===== config.mk =====
export PLATFORM = sky130hd
export DESIGN_NAME = dgsp_ctrl
export DESIGN_NICKNAME = d
export VERILOG_FILES = /design/src/rtl/dgsp_pkg.sv /design/src/rtl/dgsp_ctrl.sv
export SDC_FILE = /design/constraint.sdc
export NUM_CORES = 1
export LEC_CHECK = 0
export ABC_AREA = 0
export BUFFER_PORTS_ARGS = -buffer_cell sky130_fd_sc_hd__buf_2
export CAP_MARGIN = 40
export CORE_AREA = 8 8 57 59
export CTS_CLUSTER_DIAMETER = 150
export DETAILED_ROUTE_END_ITERATION = 8
export DIE_AREA = 0 0 65 67
export SLEW_MARGIN = 5
export SYNTH_ARGS = -nofsm -noshare
export SYNTH_HDL_FRONTEND = slang
export SYNTH_SLANG_ARGS = --single-unit

===== constraint.sdc =====
create_clock -name i_clk -period 2.15 [get_ports i_clk]
set_input_delay 0.1075 -clock i_clk [delete_from_list [all_inputs] [get_ports i_clk]]
set_output_delay 0.1075 -clock i_clk [all_outputs]
set_load 0.05 [all_outputs]

===== src/rtl/dgsp_pkg.sv =====
// Shared types, codes and constants of the shortest path core.
// Used by the controller, the datapath, the top level and the checker.
package dgsp_pkg;

    localparam int MAX_NODES_DEF     = 64;
    localparam int STOP_ID_COUNT_DEF = 1024;
    localparam int WEIGHT_BITS_DEF   = 16;

    localparam int KIND_W   = 2;
    localparam int STOP_W   = 10;
    localparam int WIN_W    = 16;
    localparam int DIST_W   = 22;
    localparam int STATUS_W = 2;

    localparam logic [DIST_W-1:0] DIST_MAX = {DIST_W{1'b1}};

    typedef enum logic [KIND_W-1:0] {
        KIND_REG,
        KIND_EDGE,
        KIND_QUERY,
        KIND_NONE
    } t_kind;

    typedef enum logic [STATUS_W-1:0] {
        ST_PATH,
        ST_NOPATH,
        ST_START_MISSING,
        ST_END_MISSING
    } t_result_code;

    typedef enum logic [4:0] {
        CMD_NONE,
        CMD_CLEAR,
        CMD_CAPTURE,
        CMD_LKA_ALIAS,
        CMD_LKA_SID,
        CMD_LKA_CHK,
        CMD_LKB_ALIAS,
        CMD_LKB_SID,
        CMD_LKB_CHK,
        CMD_REGISTER,
        CMD_EDGE_AB,
        CMD_EDGE_BA,
        CMD_EMIT_ERRA,
        CMD_EMIT_ERRB,
        CMD_EMIT_NOPATH,
        CMD_SINIT,
        CMD_SCAN,
        CMD_NEXT,
        CMD_WALK_START,
        CMD_WALK_RD,
        CMD_WALK_STEP,
        CMD_OUT_RD,
        CMD_OUT_SID,
        CMD_OUT_EMIT
    } t_cmd;

    typedef struct packed {
        logic  clr_done;
        t_kind kind;
        logic  ha;
        logic  hb;
        logic  scan_done;
        logic  min_found;
        logic  nb_reached;
        logic  walk_end;
        logic  out_free;
        logic  k_zero;
    } t_dp_status;

endpackage


===== src/rtl/dgsp_ctrl.sv =====
// Controller state machine of the shortest path core.
// Depends on dgsp_pkg; drives commands to dgsp_dp and reads its status.
module dgsp_ctrl (
    input  logic                i_clk,
    input  logic                i_rst_n,
    input  logic                i_valid,
    input  dgsp_pkg::t_dp_status i_status,
    output dgsp_pkg::t_cmd      o_cmd,
    output logic                o_stall
);

    typedef enum logic [4:0] {
        S_CLEAR, S_IDLE, S_DEC, S_LA2, S_LA3, S_REG, S_LB1, S_LB2, S_LB3, S_CHK,
        S_E1, S_E2, S_ERRA, S_ERRB, S_SINIT, S_SCAN, S_NEXT, S_RCH, S_NOPATH,
        S_W1, S_W2, S_O1, S_O2, S_O3
    } t_state;

    t_state r_state, n_state;
    logic   r_stall;

    always_comb begin
        n_state = r_state;
        o_cmd   = dgsp_pkg::CMD_NONE;
        unique case (r_state)
            S_CLEAR: begin
                o_cmd = dgsp_pkg::CMD_CLEAR;
                if (i_status.clr_done) n_state = S_IDLE;
            end
            S_IDLE: begin
                if (i_valid) begin
                    o_cmd   = dgsp_pkg::CMD_CAPTURE;
                    n_state = S_DEC;
                end
            end
            S_DEC: begin
                if (i_status.kind == dgsp_pkg::KIND_NONE) begin
                    n_state = S_IDLE;
                end else begin
                    o_cmd   = dgsp_pkg::CMD_LKA_ALIAS;
                    n_state = S_LA2;
                end
            end
            S_LA2: begin
                o_cmd   = dgsp_pkg::CMD_LKA_SID;
                n_state = S_LA3;
            end
            S_LA3: begin
                o_cmd   = dgsp_pkg::CMD_LKA_CHK;
                n_state = (i_status.kind == dgsp_pkg::KIND_REG) ? S_REG : S_LB1;
            end
            S_REG: begin
                o_cmd   = dgsp_pkg::CMD_REGISTER;
                n_state = S_IDLE;
            end
            S_LB1: begin
                o_cmd   = dgsp_pkg::CMD_LKB_ALIAS;
                n_state = S_LB2;
            end
            S_LB2: begin
                o_cmd   = dgsp_pkg::CMD_LKB_SID;
                n_state = S_LB3;
            end
            S_LB3: begin
                o_cmd   = dgsp_pkg::CMD_LKB_CHK;
                n_state = S_CHK;
            end
            S_CHK: begin
                if (i_status.kind == dgsp_pkg::KIND_EDGE) begin
                    n_state = (i_status.ha && i_status.hb) ? S_E1 : S_IDLE;
                end else if (!i_status.ha) begin
                    n_state = S_ERRA;
                end else if (!i_status.hb) begin
                    n_state = S_ERRB;
                end else begin
                    n_state = S_SINIT;
                end
            end
            S_E1: begin
                o_cmd   = dgsp_pkg::CMD_EDGE_AB;
                n_state = S_E2;
            end
            S_E2: begin
                o_cmd   = dgsp_pkg::CMD_EDGE_BA;
                n_state = S_IDLE;
            end
            S_ERRA: begin
                o_cmd = dgsp_pkg::CMD_EMIT_ERRA;
                if (i_status.out_free) n_state = i_status.hb ? S_IDLE : S_ERRB;
            end
            S_ERRB: begin
                o_cmd = dgsp_pkg::CMD_EMIT_ERRB;
                if (i_status.out_free) n_state = S_IDLE;
            end
            S_SINIT: begin
                o_cmd   = dgsp_pkg::CMD_SINIT;
                n_state = S_SCAN;
            end
            S_SCAN: begin
                o_cmd = dgsp_pkg::CMD_SCAN;
                if (i_status.scan_done) n_state = S_NEXT;
            end
            S_NEXT: begin
                o_cmd   = dgsp_pkg::CMD_NEXT;
                n_state = i_status.min_found ? S_SCAN : S_RCH;
            end
            S_RCH: begin
                if (i_status.nb_reached) begin
                    o_cmd   = dgsp_pkg::CMD_WALK_START;
                    n_state = S_W1;
                end else begin
                    n_state = S_NOPATH;
                end
            end
            S_NOPATH: begin
                o_cmd = dgsp_pkg::CMD_EMIT_NOPATH;
                if (i_status.out_free) n_state = S_IDLE;
            end
            S_W1: begin
                o_cmd   = dgsp_pkg::CMD_WALK_RD;
                n_state = S_W2;
            end
            S_W2: begin
                o_cmd   = dgsp_pkg::CMD_WALK_STEP;
                n_state = i_status.walk_end ? S_O1 : S_W1;
            end
            S_O1: begin
                o_cmd   = dgsp_pkg::CMD_OUT_RD;
                n_state = S_O2;
            end
            S_O2: begin
                o_cmd   = dgsp_pkg::CMD_OUT_SID;
                n_state = S_O3;
            end
            S_O3: begin
                o_cmd = dgsp_pkg::CMD_OUT_EMIT;
                if (i_status.out_free) n_state = i_status.k_zero ? S_IDLE : S_O1;
            end
            default: n_state = S_IDLE;
        endcase
    end

    always_ff @(posedge i_clk) begin
        if (!i_rst_n) begin
            r_state <= S_CLEAR;
            r_stall <= 1'b1;
        end else begin
            r_state <= n_state;
            r_stall <= (n_state != S_IDLE);
        end
    end

    assign o_stall = r_stall;

endmodule


==> results.txt, run 1 <==
----------------------------------------------------
[Clock network]
  Number of H-tree levels ... 1
  TritonCTS clock tree ... built
  Root cell of the clock tree ... sky130_fd_sc_hd__clkbuf_4
  Clk slew on worst S/H paths ... 0.04 ns
  Clock insertion delay at the later pin of the skew report ... 0.24 ns
  Number of clock buffers inserted by TritonCTS ... 3
  Deepest clock path buffer count ... 2
  CTS sink cnt ... 6

[Routing]
  Total wirelength of the detailed-routed design ... slightly below 3000 um
  Iteration count of the initial detailed-routing pass ... 4
  Ratio of routed vias to standard cells ... approximately 6
  Count of antenna-violating nets left after detailed routing ... 0
  Vias ... 1,085
  Drt drc ... 0
  Detailed router's first-iteration violation count ... 83
  Wirelength per Cell ... 16.4 um

[Final layout]
  Count of antenna diodes in the layout ... 0
  Non-filler instance count after layout ... 181
  Number of fillers in the final layout ... 254
  Ratio of cells with drive above 1 in the final layout ... 0.318
  Nets ... between 150 and 200
  Commonest cells after routing, fill and taps aside ... 19 x sky130_fd_sc_hd__buf_2, 12 x sky130_fd_sc_hd__a21oi_1, 9 x sky130_fd_sc_hd__o21ai_0, 9 x sky130_fd_sc_hd__nor2_1
  Sequential standard cell area ... 123 um^2
  Area taken by multi-input logic gates ... 724 um^2
  Signed area change from the synthesized netlist to the final layout ... 16.0%
  Post-Route Utilization ... 0.457
  Most common library cell in the layout ignoring fill and taps ... sky130_fd_sc_hd__buf_2

[Worst setup path]
  Ordered list of cells on the worst path ... nor2b_1 -> nand3_1 -> a21oi_2 -> a211o_1 -> buf_2
  Type of the worst setup path ... register to output pin
  Slowest cell delay on critical path ... between 0.5 and 0.6 ns
  Count of buffering cells on the critical path with inverters included ... 1
  Worst Setup End Kind ... output pin
  Cell with the largest stage delay on the worst path ... sky130_fd_sc_hd__dfxtp_2
  Data arrival at the endpoint of the critical path ... 1.91 ns
  CP required ... between 2 and 2.5 ns
  Critical Path Fanout Max ... 17
  Category of cells accounting for the largest share of critical-path delay ... flip-flops
  R2R Path End ... o_stall
  Launching element type of the critical path ... register
  Worst reg2reg setup slack ... 0.35 ns
  Start of the worst register-to-register path ... r_state[3]
  Reg2reg path depth ... 5

[Synthesis]
  Proportion of synthesized area in mux cells ... 0
  Prevailing post-synth register cell ... sky130_fd_sc_hd__dfxtp_1
  Synth cell types ... 47
  Simple logic cell fraction of the synthesized area ... 0.387
  Main combinational cell family by area after synthesis ... simple AND/OR/NAND/NOR gates
  Cell count after synthesis ... between 100 and 150
  Post-synthesis compound-gate area fraction ... 0.381
  Yosys warnings ... 0
  Seq/Total Area, Yosys ... 0.129
  Xor/xnor share of the synthesized area ... 0.00940
  Synthesized area per cell ... 7.06 um^2
  Number of flops mapped to enable cells by yosys ... 0
  Fraction of registers with async set or reset after synthesis ... 0
  Net Count, Synth ... ~150
  Adder and majority gate portion of the synthesized area ... 0
  Post-synthesis instance area ... a little over 900 um^2
  Total of flip-flops plus latches after synthesis ... 6

[Worst hold path]
  Hold-critical path depth ... 2
  Worst-case hold path end point ... r_state[4]
  Hold Path Class ... input pin to register
  Startpoint of the most critical hold path ... i_rst_n

[GRT]
  Via count of the first global-routing pass ... about 1,100
  Overall track demand over capacity in global routing ... 0.139
  Wire length of the first global-routing pass ... 4910 um
  Pin count of the biggest net entering global routing ... 22
  Total global routing overflow ... 0
  Number of antenna violations at the first check in global routing ... 0

[Placed design]
  DP Cell Count ... 178
  Hpwl dp ... 2210 um
  Placement Setup Slack ... 0.212 ns
  # port buffers ... 19
  Last weighted congestion value of the routability-driven placer ... about 0.9

[Timing]
  Number of slew-limit violations in the final report ... 0
  Worst-case hold slack ... around 0.086 ns
  Worst Max-Slew Pin Slew ... 0.632 ns
  Clock tree skew after final layout ... 0.000947 ns
  Achievable frequency ... 496 MHz
  Portion of the clock cycle consumed by the worst path in the final layout ... 0.938
  Final setup violating endpoints ... 0
  Setup TNS ... 0 ns
  Worst slew slack as a fraction of its limit ... 0.578
  Total count of hold-check failures in the final report ... 0
  Setup repair after global routing missed its margin ... no
  Minimum period implied by the final worst setup slack ... 2.02 ns
  Worst path setup slack after routing ... between 0.1 and 0.15 ns

[Power]
  Power per unit of standard cell area ... 425 nW/um^2
  Peak ir drop on the vdd network ... between 0.3 and 0.4 mV
  Leakage power ... approximately 0.43 nW

[Die]
  Die span in x ... 65 um
  Total die area ... 4360 um^2
  Die height ... between 60 and 70 um
  Core area ... 2360 um^2
  Initial cell density of the core ... 0.394
  # IOs ... 20
  Std cell rows ... 18

[Status]
  Run status ... completed

[Run]
  Max Cap Violations ... 0

----------------------------------------------------
## timing repair
action,in CTS,in global routing
buffers inserted,0,0
hold buffers,0,0
resized for setup,1,1
endpoints found under the setup margin,1,1
## sequential cells by signal (all words and copies together) (netlist names)
register	count
o_stall	1
r_state	5
## per-stage QoR
step	instance area, um^2	total power, W
after floorplan	932	0.000296
after global placement	1060	0.000356
after detailed placement	1060	0.000356
after CTS	1080	0.000463
after global routing	1080	0.000488
final	1080	0.000460
## where the power goes
part | switching, W | internal (W) | leakage (nW)
Sequential | 0.0000223 | 0.000121 | 0.0497
Clock | 0.0000387 | 0.0000630 | 0.0138
Combinational | 0.000132 | 0.0000820 | 0.370
Total | 0.000193 | 0.000266 | 0.434
## metal layers
layer	part of all wire	wire length, um	global-route usage	vias up
li1	-	-	-	540
met1	0.41	1220	0.170	483
met2	0.47	1400	0.226	60
met3	0.11	323	0.0336	2
met4	0.0047	14	0.0572	0
met5	0	0	0	-
## cells in the mapped netlist (2+ instances only)
master,instances,share of area
sky130_fd_sc_hd__nand2b_1,4,0.027
sky130_fd_sc_hd__nor4b_2,2,0.032
sky130_fd_sc_hd__buf_4,2,0.016
sky130_fd_sc_hd__nand3_1,7,0.038
sky130_fd_sc_hd__o221ai_2,2,0.032
sky130_fd_sc_hd__nor2_1,9,0.036
sky130_fd_sc_hd__a21oi_1,12,0.064
sky130_fd_sc_hd__a21boi_0,2,0.016
sky130_fd_sc_hd__nor3b_1,2,0.016
sky130_fd_sc_hd__inv_2,2,0.0081
sky130_fd_sc_hd__nand4_1,3,0.020
sky130_fd_sc_hd__buf_2,7,0.038
sky130_fd_sc_hd__dfxtp_1,6,0.13
sky130_fd_sc_hd__a21oi_2,3,0.028
sky130_fd_sc_hd__and3_1,3,0.020
sky130_fd_sc_hd__inv_1,5,0.020
sky130_fd_sc_hd__a21o_1,4,0.032
sky130_fd_sc_hd__o22ai_1,5,0.034
sky130_fd_sc_hd__nand3b_1,3,0.024
sky130_fd_sc_hd__and2_1,2,0.013
sky130_fd_sc_hd__nand2_1,7,0.028
sky130_fd_sc_hd__a31oi_1,3,0.020
sky130_fd_sc_hd__nor2b_1,5,0.034
sky130_fd_sc_hd__o21ai_0,9,0.048
## worst max path at each step
| stage | startpoint | end | slack (ns) | depth (start not counted) |
|---|---|---|---|---|
| final | r_state[0] | o_cmd[1] | 0.13 | 5 |
| after global routing | r_state[3] | o_cmd[1] | 0.02 | 5 |
| after CTS | r_state[2] | o_cmd[0] | 0.03 | 6 |
| after global placement | r_state[0] | o_stall | 0.19 | 5 |
| after detailed placement | r_state[0] | o_cmd[1] | 0.21 | 5 |
| after floorplan | r_state[0] | o_cmd[4] | 0.02 | 4 |
## area by class of cell
type	count	area share
inverters	7	0.0243
well taps	30	0.0347
multi-input cells	109	0.670
flip-flops and latches	6	0.113
repair buffers	26	0.137
clock buffers	3	0.0208
## cell families (layout without fill, tap and decap cells)
group | Yosys count | count (layout)
AO/OA/AOI/OAI | 51 | 51
XOR/XNOR | 1 | 1
buffers and inverters | 17 | 36
AND/OR/NAND/NOR | 57 | 57
flip-flops | 6 | 6
No activity file was read; power rests on OpenSTA's default activity.
==> run 2: changes to the inputs <==
--- a/config.mk
+++ b/config.mk
@@ -6,12 +6,11 @@
 export NUM_CORES = 1
 export LEC_CHECK = 0
 export ABC_AREA = 0
-export BUFFER_PORTS_ARGS = -buffer_cell sky130_fd_sc_hd__buf_2
-export CAP_MARGIN = 40
+export CAP_MARGIN = 10
 export CORE_AREA = 8 8 57 59
-export CTS_CLUSTER_DIAMETER = 150
 export DETAILED_ROUTE_END_ITERATION = 8
 export DIE_AREA = 0 0 65 67
+export DONT_BUFFER_PORTS = 1
 export SLEW_MARGIN = 5
 export SYNTH_ARGS = -nofsm -noshare
 export SYNTH_HDL_FRONTEND = slang
==> results.txt, run 2 (synthesized netlist as in run 1, its figures left out) <==
----------------------------------------------------
[Run]
  Max Cap Violations ... 0

[Status]
  Run status ... completed

[Worst setup path]
  Start of the worst register-to-register path ... r_state[3]
  CP required ... about 2 ns
  Reg2reg path depth ... 5
  Critical Path Fanout Max ... 18
  Launching element type of the critical path ... register
  Type of the worst setup path ... register to output pin
  Worst setup startpoint ... r_state[3]
  Data arrival at the endpoint of the critical path ... 1.91 ns
  Worst Setup End Kind ... output pin

[GRT]
  Via count of the first global-routing pass ... around 950
  Number of antenna violations at the first check in global routing ... 0
  Overall track demand over capacity in global routing ... 0.128
  Wire length of the first global-routing pass ... 4540 um
  Total global routing overflow ... 0
  Pin count of the biggest net entering global routing ... 23

[Final layout]
  Most common library cell in the layout ignoring fill and taps ... sky130_fd_sc_hd__a21oi_1
  Flip-flop count of the largest register, all copies and words added ... 5
  Register with the highest flop count ... r_state
  Non-filler instance count after layout ... between 150 and 200
  Count of antenna diodes in the layout ... 0
  Nets ... 152
  Number of fillers in the final layout ... 267
  Signed area change from the synthesized netlist to the final layout ... 10.1%
  Ratio of cells with drive above 1 in the final layout ... 0.243
  Commonest cells after routing, fill and taps aside ... 12 x sky130_fd_sc_hd__a21oi_1, 10 x sky130_fd_sc_hd__buf_4, 9 x sky130_fd_sc_hd__nor2_1

[Routing]
  Drt drc ... 0
  Total wirelength of the detailed-routed design ... 2900 um
  Wirelength per Cell ... between 15 and 20 um
  Ratio of routed vias to standard cells ... around 6.4
  Vias ... 1,056
  Detailed router's first-iteration violation count ... 64
  Iteration count of the initial detailed-routing pass ... 4
  Count of antenna-violating nets left after detailed routing ... 0

[Timing]
  Achievable frequency ... 496 MHz
  Clock tree skew after final layout ... between 0.003 and 0.004 ns
  Setup repair after global routing missed its margin ... no
  Minimum period implied by the final worst setup slack ... 2.02 ns
  Total count of hold-check failures in the final report ... 0
  Number of slew-limit violations in the final report ... 0
  Portion of the clock cycle consumed by the worst path in the final layout ... 0.939
  Setup TNS ... 0 ns
  Worst slew slack as a fraction of its limit ... 0.579
  Final setup violating endpoints ... 0
  Worst Max-Slew Pin Slew ... 0.630 ns

[Power]
  Net switching power of the design ... between 0.00015 and 0.0002 W
  Internal power summed over all cells ... 0.000256 W
  Peak ir drop on the vdd network ... 0.337 mV
  Leakage power ... 0.377 nW
  Clock share of power ... 0.232
  Combinational group share of total power ... 0.396
  Net switching share of the total power ... 0.414
  Power per unit of standard cell area ... approximately 430 nW/um^2
  Share of power burned in registers ... 0.372

[Die]
  Die height ... roughly 67 um
  Total die area ... 4360 um^2
  # IOs ... 20
  Die span in x ... 65 um
  Initial cell density of the core ... 0.394
  Core area ... 2360 um^2
  Std cell rows ... 18

[Worst hold path]
  Startpoint of the most critical hold path ... i_rst_n
  Hold Path Class ... input pin to register
  Hold-critical path depth ... 2

[Clock network]
  Root cell of the clock tree ... sky130_fd_sc_hd__clkbuf_4
  Deepest clock path buffer count ... 2
  TritonCTS clock tree ... built
  Clock insertion delay at the later pin of the skew report ... 0.24 ns
  Number of H-tree levels ... 1
  Clk slew on worst S/H paths ... 0.04 ns
  Number of clock buffers inserted by TritonCTS ... 3
  CTS sink cnt ... 6
  Buffers inserted by post-CTS timing repair ... 0

[Placed design]
  Last weighted congestion value of the routability-driven placer ... about 0.97
  DP Cell Count ... 162
  # port buffers ... 0
  Hpwl dp ... between 2000 and 2500 um

----------------------------------------------------
## run 2: cell types whose count changed in the layout (fill, tap and decap cells not counted), sizes merged
cell         previous run  this run
dlygate4sd3             0         1
buf                    26        10
## run 2: what timing repair did
item                                    CTS  global route
resized for setup                         0             2
hold buffers                              1             0
endpoints found under the hold margin     1             0
endpoints found under the setup margin    0             4
## run 2: final cells by class
cell class,instances,area (um^2),share of cell area
multi-input combinational,109,732,0.713
inverter,7,26.3,0.0256
timing repair buffer,11,85.1,0.0829
clock buffer,3,22.5,0.0220
tap,30,37.5,0.0366
sequential,6,123,0.120
## run 2: layer usage
metal | wire length [um] | vias up | global-route usage
li1 | - | 511 | -
met1 | 1240 | 496 | 0.157
met2 | 1330 | 45 | 0.198
met3 | 312 | 4 | 0.0403
met4 | 20 | 0 | 0.0599
met5 | 0 | - | 0
## run 2: power by group through the flow
stage                     clock network, W  logic [W]  registers, W
after floorplan                          0   0.000155      0.000141
after global placement                   0   0.000169      0.000162
after detailed placement                 0   0.000170      0.000163
after CTS                         0.000107   0.000172      0.000161
after global routing              0.000115   0.000186      0.000166
final                             0.000101   0.000173      0.000163
## run 2: worst max-delay path, stage by stage (launching register included)
cell	delay [ns]
sky130_fd_sc_hd__dfxtp_1	0.71
sky130_fd_sc_hd__and2b_1	0.32
sky130_fd_sc_hd__nand3_1	0.12
sky130_fd_sc_hd__a21oi_1	0.07
sky130_fd_sc_hd__a211o_1	0.25
sky130_fd_sc_hd__buf_4	0.19
## run 2: per-stage QoR
step / utilization / power, W / instance area, um^2 / hold slack, ns / worst slack (ns)
final: 0.434 / 0.000438 / 1030 / 0.0688 / 0.132
after global routing: 0.434 / 0.000467 / 1030 / 0.0725 / 0.0419
after CTS: 0.433 / 0.000440 / 1020 / 0.0659 / 0.0161
after detailed placement: 0.419 / 0.000333 / 991 / 0.232 / 0.243
after global placement: 0.419 / 0.000332 / 991 / 0.234 / 0.250
after floorplan: - / 0.000296 / 932 / 0.229 / 0.0211
## run 2: final timing paths
| kind | slack (ns) | to |
|---|---|---|
| max reg2reg | 0.34 | o_stall |
| min | 0.07 | r_state[1] |
| max | 0.13 | o_cmd[1] |
| min reg2reg | 0.79 | r_state[3] |
